===== config.mk =====
export PLATFORM = sky130hd
export DESIGN_NAME = client_address_table_with_aging
export DESIGN_NICKNAME = d
export VERILOG_FILES = /design/src/cata_pkg.sv /design/src/cata_entry_mem.sv /design/src/cata_rsp_reg.sv /design/src/cata_ctrl.sv /design/src/client_address_table_with_aging.sv
export SDC_FILE = /design/constraint.sdc
export NUM_CORES = 1
export LEC_CHECK = 0
export ABC_CLOCK_PERIOD_IN_PS = 6300
export BUFFER_PORTS_ARGS = -buffer_cell sky130_fd_sc_hd__buf_2
export CORE_MARGIN = 5
export CORE_UTILIZATION = 45
export DETAILED_ROUTE_END_ITERATION = 10
export PLACE_DENSITY = 0.64
export SLEW_MARGIN = 10
export SYNTH_ARGS = -nofsm -noshare
export SYNTH_HDL_FRONTEND = slang
export SYNTH_SLANG_ARGS = --single-unit
export TNS_END_PERCENT = 10

===== constraint.sdc =====
create_clock -name clock -period 6.3 [get_ports clock]
set_input_delay 0.63 -clock clock [delete_from_list [all_inputs] [get_ports clock]]
set_output_delay 0.63 -clock clock [all_outputs]
set_load 0.05 [all_outputs]

===== src/cata_pkg.sv =====
// Shared types and constants for the client address table with aging.
// Used by every module of the block; depends on nothing else.
package cata_pkg;

   localparam int ADDR_W              = 32;
   localparam int TIMER_W             = 8;
   localparam int SLOT_W              = 5;
   localparam int LIMIT_W             = 5;
   localparam int CSR_DATA_W          = 8;
   localparam int DEFAULT_MAX_CLIENTS = 16;

   localparam logic [LIMIT_W-1:0] LIMIT_RESET   = 5'd16;
   localparam logic [TIMER_W-1:0] REFRESH_RESET = 8'd20;

   // request function codes
   localparam logic FUNC_LOOKUP = 1'b0;
   localparam logic FUNC_TICK   = 1'b1;

   // configuration register indexes
   localparam logic CSR_CLIENT_LIMIT = 1'b0;
   localparam logic CSR_REFRESH_TIME = 1'b1;

   typedef struct packed {
      logic [ADDR_W-1:0]  addr;
      logic [TIMER_W-1:0] timer;
   } entry_type;

   typedef struct packed {
      logic              load;
      logic [SLOT_W-1:0] slot;
      logic              refused;
   } rsp_load_type;

   typedef enum logic [2:0] {
      ST_IDLE,
      ST_READ,
      ST_EVAL,
      ST_DECIDE,
      ST_DONE
   } state_type;

endpackage


===== src/cata_entry_mem.sv =====
// Entry store: address and aging timer of each slot, one write and one read port.
// Read data is registered. Depends on cata_pkg.
module cata_entry_mem
   import cata_pkg::*;
#(
   parameter int DEPTH = DEFAULT_MAX_CLIENTS,
   localparam int IDX_W = (DEPTH > 1) ? $clog2(DEPTH) : 1
) (
   input  logic             clock,
   input  logic             rd_en,
   input  logic [IDX_W-1:0] rd_addr,
   output entry_type        rd_data,
   input  logic             wr_en,
   input  logic [IDX_W-1:0] wr_addr,
   input  entry_type        wr_data
);

   entry_type mem_ff [DEPTH];
   entry_type rd_data_ff;

   always_ff @(posedge clock) begin
      if (wr_en) begin
         mem_ff[wr_addr] <= wr_data;
      end
   end

   always_ff @(posedge clock) begin
      if (rd_en) begin
         rd_data_ff <= mem_ff[rd_addr];
      end
   end

   assign rd_data = rd_data_ff;

endmodule


===== src/cata_rsp_reg.sv =====
// Result output register: holds one finished response until the consumer takes it.
// Depends on cata_pkg.
module cata_rsp_reg
   import cata_pkg::*;
(
   input  logic              clock,
   input  logic              reset,
   input  rsp_load_type      load,
   output logic              free,
   output logic              rsp_valid,
   input  logic              rsp_stall,
   output logic [SLOT_W-1:0] rsp_slot_number,
   output logic              rsp_refused
);

   logic              valid_ff, valid_in;
   logic [SLOT_W-1:0] slot_ff, slot_in;
   logic              refused_ff, refused_in;

   assign free = !valid_ff || !rsp_stall;

   always_comb begin
      valid_in   = valid_ff && rsp_stall;
      slot_in    = slot_ff;
      refused_in = refused_ff;
      if (load.load && free) begin
         valid_in   = 1'b1;
         slot_in    = load.slot;
         refused_in = load.refused;
      end
   end

   always_ff @(posedge clock) begin
      if (reset) begin
         valid_ff <= 1'b0;
      end else begin
         valid_ff <= valid_in;
      end
   end

   always_ff @(posedge clock) begin
      slot_ff    <= slot_in;
      refused_ff <= refused_in;
   end

   assign rsp_valid       = valid_ff;
   assign rsp_slot_number = slot_ff;
   assign rsp_refused     = refused_ff;

endmodule


===== src/cata_ctrl.sv =====
// Scan sequencer: walks the filled entries through the entry store, with a read
// state and an evaluate state per entry, and writes back timers and addresses.
// Depends on cata_pkg; drives cata_entry_mem and cata_rsp_reg.
module cata_ctrl
   import cata_pkg::*;
#(
   parameter int MAX_CLIENTS = DEFAULT_MAX_CLIENTS,
   localparam int IDX_W = (MAX_CLIENTS > 1) ? $clog2(MAX_CLIENTS) : 1,
   localparam int CNT_W = $clog2(MAX_CLIENTS + 1)
) (
   input  logic               clock,
   input  logic               reset,
   input  logic               req_valid,
   output logic               req_stall,
   input  logic               req_func,
   input  logic [ADDR_W-1:0]  req_client_address,
   input  logic [LIMIT_W-1:0] client_limit,
   input  logic [TIMER_W-1:0] refresh_time,
   output logic               rd_en,
   output logic [IDX_W-1:0]   rd_addr,
   input  entry_type          rd_data,
   output logic               wr_en,
   output logic [IDX_W-1:0]   wr_addr,
   output entry_type          wr_data,
   input  logic               rsp_free,
   output rsp_load_type       rsp_load
);

   localparam int CMP_W = (CNT_W > LIMIT_W) ? CNT_W : LIMIT_W;

   state_type          state_ff, state_in;
   logic [IDX_W-1:0]   idx_ff, idx_in;
   logic               func_ff, func_in;
   logic [ADDR_W-1:0]  addr_ff, addr_in;
   logic               exp_found_ff, exp_found_in;
   logic [IDX_W-1:0]   exp_idx_ff, exp_idx_in;
   logic [CNT_W-1:0]   fill_ff, fill_in;
   logic [SLOT_W-1:0]  slot_ff, slot_in;
   logic               refused_ff, refused_in;
   logic               last_entry;
   logic               table_full;

   assign last_entry = (CNT_W'(idx_ff) + CNT_W'(1)) == fill_ff;
   assign table_full = (CMP_W'(fill_ff) >= CMP_W'(client_limit)) ||
                       (fill_ff == CNT_W'(MAX_CLIENTS));
   assign req_stall  = (state_ff != ST_IDLE);

   always_comb begin
      state_in     = state_ff;
      idx_in       = idx_ff;
      func_in      = func_ff;
      addr_in      = addr_ff;
      exp_found_in = exp_found_ff;
      exp_idx_in   = exp_idx_ff;
      fill_in      = fill_ff;
      slot_in      = slot_ff;
      refused_in   = refused_ff;
      rd_en        = 1'b0;
      rd_addr      = idx_ff;
      wr_en        = 1'b0;
      wr_addr      = idx_ff;
      wr_data      = '{addr: addr_ff, timer: refresh_time};
      rsp_load     = '{load: 1'b0, slot: slot_ff, refused: refused_ff};

      case (state_ff)
         ST_IDLE: begin
            if (req_valid) begin
               func_in      = req_func;
               addr_in      = req_client_address;
               idx_in       = '0;
               exp_found_in = 1'b0;
               if (fill_ff != '0) begin
                  state_in = ST_READ;
               end else if (req_func == FUNC_LOOKUP) begin
                  state_in = ST_DECIDE;
               end
            end
         end
         ST_READ: begin
            rd_en    = 1'b1;
            state_in = ST_EVAL;
         end
         ST_EVAL: begin
            if (func_ff == FUNC_TICK) begin
               // age this entry, stop at zero
               wr_en   = (rd_data.timer != '0);
               wr_data = '{addr: rd_data.addr, timer: rd_data.timer - TIMER_W'(1)};
               if (last_entry) begin
                  state_in = ST_IDLE;
               end else begin
                  idx_in   = idx_ff + IDX_W'(1);
                  state_in = ST_READ;
               end
            end else if (rd_data.addr == addr_ff) begin
               // hit: reload the timer and report this slot
               wr_en      = 1'b1;
               slot_in    = SLOT_W'(CNT_W'(idx_ff) + CNT_W'(1));
               refused_in = 1'b0;
               state_in   = ST_DONE;
            end else begin
               if (rd_data.timer == '0 && !exp_found_ff) begin
                  exp_found_in = 1'b1;
                  exp_idx_in   = idx_ff;
               end
               if (last_entry) begin
                  state_in = ST_DECIDE;
               end else begin
                  idx_in   = idx_ff + IDX_W'(1);
                  state_in = ST_READ;
               end
            end
         end
         ST_DECIDE: begin
            refused_in = 1'b0;
            if (!table_full) begin
               wr_en   = 1'b1;
               wr_addr = fill_ff[IDX_W-1:0];
               fill_in = fill_ff + CNT_W'(1);
               slot_in = SLOT_W'(fill_ff + CNT_W'(1));
            end else if (exp_found_ff) begin
               wr_en   = 1'b1;
               wr_addr = exp_idx_ff;
               slot_in = SLOT_W'(CNT_W'(exp_idx_ff) + CNT_W'(1));
            end else begin
               slot_in    = '0;
               refused_in = 1'b1;
            end
            state_in = ST_DONE;
         end
         ST_DONE: begin
            rsp_load.load = 1'b1;
            if (rsp_free) begin
               state_in = ST_IDLE;
            end
         end
         default: begin
            state_in = ST_IDLE;
         end
      endcase
   end

   always_ff @(posedge clock) begin
      if (reset) begin
         state_ff <= ST_IDLE;
         fill_ff  <= '0;
      end else begin
         state_ff <= state_in;
         fill_ff  <= fill_in;
      end
   end

   always_ff @(posedge clock) begin
      idx_ff       <= idx_in;
      func_ff      <= func_in;
      addr_ff      <= addr_in;
      exp_found_ff <= exp_found_in;
      exp_idx_ff   <= exp_idx_in;
      slot_ff      <= slot_in;
      refused_ff   <= refused_in;
   end

`ifndef SYNTH
   a_fill_bounded: assert property (@(posedge clock) disable iff (reset)
      fill_ff <= CNT_W'(MAX_CLIENTS))
      else $error("fill count above capacity");

   a_fill_only_on_decide: assert property (@(posedge clock) disable iff (reset)
      (state_ff != ST_DECIDE) |=> $stable(fill_ff))
      else $error("fill count changed outside append");

   a_no_rw_collision: assert property (@(posedge clock) disable iff (reset)
      !(rd_en && wr_en && (rd_addr == wr_addr)))
      else $error("read and write of the same entry in one cycle");

   a_read_then_eval: assert property (@(posedge clock) disable iff (reset)
      (state_ff == ST_READ) |=> (state_ff == ST_EVAL))
      else $error("read data not evaluated");

   a_scan_in_range: assert property (@(posedge clock) disable iff (reset)
      (state_ff == ST_READ) |-> (CNT_W'(idx_ff) < fill_ff))
      else $error("scan beyond filled entries");
`endif

endmodule


===== src/client_address_table_with_aging.sv =====
// Client address table with aging. Keeps up to MAX_CLIENTS client addresses,
// each with an aging timer. A lookup request (func = 0) scans the filled slots
// in order: a hit reloads that slot's timer with refresh_time and returns the
// one-based slot; a miss appends while the fill count is below client_limit
// (values above MAX_CLIENTS act as MAX_CLIENTS), otherwise reuses the first
// slot whose timer is zero, otherwise returns slot 0 with refused set. A tick
// request (func = 1) decrements every nonzero timer and returns nothing.
// Entries live in a single-port-read, single-port-write store with a
// registered read; the sequencer passes through a read state and an evaluate
// state for each filled slot it scans. One request is processed at a time;
// the next is taken once the current result sits in the output register,
// which holds it while rsp_stall is high, or once a tick ends its pass.
// Configuration writes are always ready and must only be issued while idle.
// The store needs no clearing after reset: only filled slots are ever read.
module client_address_table_with_aging
   import cata_pkg::*;
#(
   parameter int MAX_CLIENTS = DEFAULT_MAX_CLIENTS
) (
   input  logic                  clock,
   input  logic                  reset,
   // request channel
   input  logic                  req_valid,
   output logic                  req_stall,
   input  logic                  req_func,
   input  logic [ADDR_W-1:0]     req_client_address,
   // response channel
   output logic                  rsp_valid,
   input  logic                  rsp_stall,
   output logic [SLOT_W-1:0]     rsp_slot_number,
   output logic                  rsp_refused,
   // configuration write channel
   input  logic                  csr_valid,
   output logic                  csr_ready,
   input  logic                  csr_index,
   input  logic [CSR_DATA_W-1:0] csr_wdata
);

   localparam int IDX_W = (MAX_CLIENTS > 1) ? $clog2(MAX_CLIENTS) : 1;

   logic [LIMIT_W-1:0] client_limit_ff, client_limit_in;
   logic [TIMER_W-1:0] refresh_time_ff, refresh_time_in;

   logic               rd_en;
   logic [IDX_W-1:0]   rd_addr;
   entry_type          rd_data;
   logic               wr_en;
   logic [IDX_W-1:0]   wr_addr;
   entry_type          wr_data;
   logic               rsp_free;
   rsp_load_type       rsp_load;

   // Configuration registers: always ready, decode by index.
   assign csr_ready = 1'b1;

   always_comb begin
      client_limit_in = client_limit_ff;
      refresh_time_in = refresh_time_ff;
      if (csr_valid && csr_ready) begin
         case (csr_index)
            CSR_CLIENT_LIMIT: client_limit_in = csr_wdata[LIMIT_W-1:0];
            CSR_REFRESH_TIME: refresh_time_in = csr_wdata[TIMER_W-1:0];
            default: begin
               client_limit_in = client_limit_ff;
            end
         endcase
      end
   end

   always_ff @(posedge clock) begin
      if (reset) begin
         client_limit_ff <= LIMIT_RESET;
         refresh_time_ff <= REFRESH_RESET;
      end else begin
         client_limit_ff <= client_limit_in;
         refresh_time_ff <= refresh_time_in;
      end
   end

   // Sequencer: accepts a request, scans the store, decides and writes back.
   cata_ctrl #(
      .MAX_CLIENTS(MAX_CLIENTS)
   ) u_ctrl (
      .clock              (clock),
      .reset              (reset),
      .req_valid          (req_valid),
      .req_stall          (req_stall),
      .req_func           (req_func),
      .req_client_address (req_client_address),
      .client_limit       (client_limit_ff),
      .refresh_time       (refresh_time_ff),
      .rd_en              (rd_en),
      .rd_addr            (rd_addr),
      .rd_data            (rd_data),
      .wr_en              (wr_en),
      .wr_addr            (wr_addr),
      .wr_data            (wr_data),
      .rsp_free           (rsp_free),
      .rsp_load           (rsp_load)
   );

   // Entry store: address and timer per slot.
   cata_entry_mem #(
      .DEPTH(MAX_CLIENTS)
   ) u_mem (
      .clock   (clock),
      .rd_en   (rd_en),
      .rd_addr (rd_addr),
      .rd_data (rd_data),
      .wr_en   (wr_en),
      .wr_addr (wr_addr),
      .wr_data (wr_data)
   );

   // Output register: hold the result until the consumer takes it.
   cata_rsp_reg u_rsp (
      .clock           (clock),
      .reset           (reset),
      .load            (rsp_load),
      .free            (rsp_free),
      .rsp_valid       (rsp_valid),
      .rsp_stall       (rsp_stall),
      .rsp_slot_number (rsp_slot_number),
      .rsp_refused     (rsp_refused)
   );

endmodule


# Word-level counts from Yosys, hierarchy flattened
# Memories as Yosys holds them, arrays and structs flattened. A register that Yosys moved wholly into a read port is not among the register bits.
# Index checks and enable logic that the tools add are counted.
# totals
ff_bits	76
wordCells	108
ramBits	640
output_inout_bits	9
mem_count	1
in_bits	47
# memory_table
memory	words	word_bits	rd	rd_clocked_by_memory_dff	write_ports	line_no	source
u_mem.mem_ff	16	40	1	1	1	cata_entry_mem.sv:18	entry_type mem_ff [DEPTH];
# op_classes
order_cmp	1
n_addsub	5
bitwise_logic	4
eq_ne	15
n_mux	44
n_reduce_logical	24
# ops
cell	count
40-bit two-way mux	2
32-bit equality test	1
4-bit two-way mux	7
5-bit two-way mux	4
1-bit two-way mux	18
3-bit two-way mux	6
3-bit one-hot mux with 5 select lines	1
4-bit by 1-bit adder with 5-bit output, second input constant	2
5-bit one-hot mux with 2 select lines	1
3-bit AND reduction	3
8-bit logical NOT	1
4-bit one-hot mux with 2 select lines	1
2-bit AND reduction	4
8-bit nonzero test	1
8-bit by 1-bit subtractor with 8-bit output, second input constant	1
3-bit by 2-bit equality test with 1-bit output, second input constant	2
2-bit by 1-bit != test with 1-bit output, second input constant	3
2-bit != test, second input constant	3
3-bit by 2-bit != test with 1-bit output, second input constant	2
1-bit one-hot mux with 2 select lines	3
5-bit by 1-bit adder with 5-bit output, second input constant	1
5-bit equality test	1
5-bit equality test, second input constant	1
5-bit >= comparator	1
14 further kinds	23

# Longest topological paths before layout
# depth
word_depth	6
mapped_depth	10
mapped_depth_nobuf	8

# Modules after synthesis
# Synthesis repeated with hierarchy kept, for this count alone.
# unflattened
cells_unflattened	1427
hier_area_um2	29884.9
# by_module_without_submodules
module	area_each_um2	instances	cells_each	seq_area_each_um2
cata_entry_mem	25532.0	1	1040	20419.6
cata_ctrl	3553.4	1	320	1601.5
client_address_table_with_aging	580.6	1	56	260.2
cata_rsp_reg	219.0	1	11	200.2

# Worst setup path after synthesis
# Ideal clock, no wire load.
# synth_path
path_kind	reg2reg
start	register u_ctrl.fill_ff[0]
end	memory u_mem.mem_ff[7][0] (netlist name), enable pin
n_path_buf	2
path_stages_with_launch	11
required_ps	5813
arrival_ps	4852
period_less_slack_ps	5339
path_slack_ps	961
setup_ps	487
path_cell_list	dfxtp_1 clkbuf_1 inv_1 ha_1 nor2b_1 o21ai_0 a31o_2 buf_2 mux2i_1 a31oi_1 nor3_1
# synth_via
elab_chain_cells	6
elab_cells_between_ends	9
classes_between	1 x order compare; 1 x eq/ne; 6 x mux; 1 x reduce/logical
# synth_lines
item	line_no	source
start, declared	cata_ctrl.sv:37	logic [CNT_W-1:0] fill_ff, fill_in;
start signal, assigned	cata_ctrl.sv:148	fill_ff <= fill_in;
5-bit >= comparator or 5-bit equality test (tied branches)	cata_ctrl.sv:44, cata_ctrl.sv:45	
1-bit logical OR	cata_ctrl.sv:44	assign table_full = (CMP_W'(fill_ff) >= CMP_W'(client_limit)) ||
1-bit two-way mux	cata_ctrl.sv:115	if (!table_full) begin
1-bit one-hot mux with 2 select lines	cata_ctrl.sv:65	case (state_ff)
1-bit two-way mux	cata_entry_mem.sv:22	if (wr_en) begin
1-bit two-way mux (implied by the code)	cata_entry_mem.sv:23	mem_ff[wr_addr] <= wr_data;
end, declared	cata_entry_mem.sv:18	
# Several ways; a longest one is shown, not always the timed one.

# Worst setup path after layout
# layout_path
start	register u_ctrl.fill_ff[2]
end	memory u_mem.mem_ff[1][19] (netlist name), enable pin
# Same word-level chain as after synthesis.

==> out/qor.yml <==
place.port_buffers: 54
drive_above_1_share_pct: 30.42
clock_power_share_pct: 30.2
synth_edf_count: 734
multi_input_comb_area_mm2: 0.006842
global_route.overflow_total: 0
placeableCoreArea_mm2: 0.06551
run_status: "finished clean"
fp.dieArea_mm2: 0.07098
start_kind: "register"
layout_worst_path_cycle_share_pct: 62.49
number_of_drc_markers_in_iteration_0: 987
synth_fp_nets: 1412
power.net_switching_uw: 4233
detailed_place_hpwl_mm: 33.70
drt-vias-per-instance: 5.666
swShare_pct: 28.08
filler_cell_count: 5086
finalMaxSlewViolations: 0
sink_count_of_the_clock_tree: 756
synthSimpleGateAreaFrac_pct: 2.520
leakagePower_uw: 0.01057
area_fraction_in_compound_gates_after_synthesis_pct: 1.353
drc_errors: 0
rr_worst_depth: 8
worstPathRequired_ns: 6.57
total_number_of_nets_in_the_final_design: 1511
detail_route.first_pass.iterations: 5
seqCellArea_mm2: 0.02248
grt_pass1_vias: 14100
critical_path_peak_fanout: 40
final_core_utilization_pct: 51.23
final_cell_mix: "734 x sky130_fd_sc_hd__edfxtp_1, 200 x sky130_fd_sc_hd__mux4_2, 79 x sky130_fd_sc_hd__clkbuf_16, 54 x sky130_fd_sc_hd__buf_2, 40 x sky130_fd_sc_hd__xor2_1"
globalRouteTotalUtil_pct: 17.17
warning_count_from_the_yosys_run: 0
wire_per_inst_um: 25.52
synth_seq_area_share_pct: 75.98
powerDensity_mw_per_mm2: 449.2
areaGrowthSynthToFinish_pct: 13.44
grt_start_max_net_pins: 97
routed_wl_mm: 60.57
worstPathArrival_ns: 4.21
antennaDiodeCount: 0
syn_area_per_cell_um2: 21.85
clock-root-buffer: "sky130_fd_sc_hd__clkbuf_16"
synth_mux_area_share_pct: 16.89
final.setup_skew_ns: 0.02567
floorplan.die.height_um: 266.4
critical_path_class: "register to register"
boundaryPins: 56
slew-limit-headroom_pct: 21.94
cts_repair_resize_count: 0
power.share.combinational_pct: 25.0
max_cap_violations: 0
ys_ff_latch: 756
synth_top_family_by_area: "multiplexers"
postRouteAntennaNets: 0
synthAdderAreaFrac_pct: 0.4652
synth_xor_xnor_area_share_pct: 1.569
timing.final.setup_violations: 0
p_int_uw: 10840
seq_power_share_pct: 44.8
gp_congestion: 0.7596
fp.dieW_um: 266.4
whs_path_depth: 1
dominantRegCellSynth: "sky130_fd_sc_hd__edfxtp_1"
cts_inserted_buffers: 77
wire_length_of_the_first_global_routing_pass_mm: 91.08
via_count: 13450
layout_commonest_cell: "sky130_fd_sc_hd__edfxtp_1"
clk_path_buf_depth: 3
worst-slew-pin-transition_ns: 1.171
ctsHtreeMaxLevel: 3
setup.worst_path.end_class: "register"
max_clock_freq_ghz: 0.2540
postCtsHoldBufs: 0
netlist_area_mm2: 0.02959
share_of_synthesized_flip_flops_with_an_asynchronous_set_or_reset_pct: 0
placementRows: 94
clkTransAtPathRegs_ns: 0.06
clock_tree_from_tritoncts: "built"
postCtsSetupBuffers: 0
hold_class: "primary input to register"
layout_min_cycle_time_ns: 3.937
number_of_endpoints_with_negative_hold_slack_in_the_final_report: 0
clk_latency_ns: 0.63
synthDistinctLibCells: 57
syn_inst_count: 1354
rsz_0062_raised_after_global_routing: "false"
vdd_ir_drop_max_v: 0.0002928
antenna_violations_before_repair: 3
initial_utilization_pct: 45.16
fin_setup_tns_ns: 0
cell type report:
type	count	area share, %
Sequential cell	756	66.98
Multi-Input combinational cell	516	20.38
Clock buffer	94	6.088
Tap cell	864	3.221
Timing Repair Buffer	89	1.737
Clock inverter	41	1.443
Inverter	13	0.1454
critical path: stages (launching register included):
cell                      delay, ns
sky130_fd_sc_hd__dfxtp_1       0.63
sky130_fd_sc_hd__ha_1          0.34
sky130_fd_sc_hd__a21oi_1       0.12
sky130_fd_sc_hd__o21ai_0       0.15
sky130_fd_sc_hd__a31oi_1       0.85
sky130_fd_sc_hd__nor4_1        0.11
sky130_fd_sc_hd__o31ai_1       0.88
sky130_fd_sc_hd__nor3_2        0.08
sky130_fd_sc_hd__buf_4         0.39
synthesized netlist by cell type (all sizes together) (4+ instances only):
library cell | instances | area share [%]
mux2i | 11 | 0.37
ha | 11 | 0.47
nand2b | 7 | 0.15
clkbuf | 34 | 0.43
nand2 | 32 | 0.41
nand3 | 6 | 0.10
nor4 | 12 | 0.25
a31oi | 5 | 0.16
mux2 | 34 | 1.3
a21oi | 30 | 0.51
nor2 | 38 | 0.51
buf | 35 | 0.61
mux4 | 200 | 15
xor2 | 40 | 1.2
xnor2 | 13 | 0.38
inv | 13 | 0.16
nand3b | 4 | 0.10
and2 | 4 | 0.089
nor3 | 24 | 0.41
dfxtp | 22 | 1.5
o21ai | 5 | 0.085
a211oi | 4 | 0.10
edfxtp | 734 | 74
layer usage:
layer / vias to the layer above / GRT usage, % / routed length, um
li1: 5840 / - / -
met1: 7183 / 24.93 / 26840
met2: 334 / 27.52 / 29570
met3: 87 / 3.245 / 3001
met4: 2 / 4.105 / 1135
met5: - / 0 / 13
logic make-up (layout without fill, tap and decap cells):
kind of cell,after synthesis,after routing
muxes,245,245
and+or+nand+nor,147,147
DFF,756,756
AOI/OAI and AO/OA,59,59
buffers and inverters,82,237
xor gates and xnor gates,53,53
other,1,1
adders and majority gates,11,11
power groups by stage:
stage / combinational, uW / clock [uW] / sequential, uW
after global placement: 3770 / 0 / 6830
after global routing: 4060 / 4870 / 6790
after floorplan: 2750 / 0 / 6780
after CTS: 3850 / 4650 / 6750
after detailed placement: 3840 / 0 / 6860
final: 3770 / 4560 / 6750
stage by stage:
stage | setup WS [ns] | cells | hold slack [ns] | area, um^2 | total power (uW)
6_report | 2.363 | 2373 | 0.1794 | 33560 | 15080
5_1_grt | 2.107 | 2373 | 0.1418 | 33560 | 15720
4_1_cts | 2.355 | 2373 | 0.1361 | 33560 | 15250
3_5_place_dp | 2.384 | 2238 | 0.4062 | 31030 | 10690
3_3_place_gp | 2.437 | 2238 | 0.4047 | 31030 | 10600
2_1_floorplan | 0.9608 | 1354 | 0.4003 | 29590 | 9533
flip-flops by register name, indices dropped and copies added (netlist names):
name	flops
u_mem.mem_ff	640
client_limit_ff	5
u_ctrl.slot_ff	5
u_rsp.rsp_valid	1
refresh_time_ff	8
u_ctrl.addr_ff	32
u_ctrl.fill_ff	5
u_ctrl.exp_found_ff	1
u_ctrl.rd_addr	4
u_ctrl.state_ff	3
u_ctrl.exp_idx_ff	4
u_rsp.rsp_refused	1
u_ctrl.refused_ff	1
u_mem.rd_data	40
u_rsp.rsp_slot_number	5
u_ctrl.func_ff	1
path summary, 6_finish.rpt:
path	from	end	slack, ns
max	u_ctrl.fill_ff[2]	u_mem.mem_ff[1][19]	2.36
min	req_client_address[20]	u_ctrl.addr_ff[20]	0.18
max reg2reg	u_ctrl.fill_ff[2]	u_mem.mem_ff[1][19]	2.36
min reg2reg	u_ctrl.refused_ff	u_rsp.rsp_refused	0.42
No activity file was read; power rests on OpenSTA's default activity.
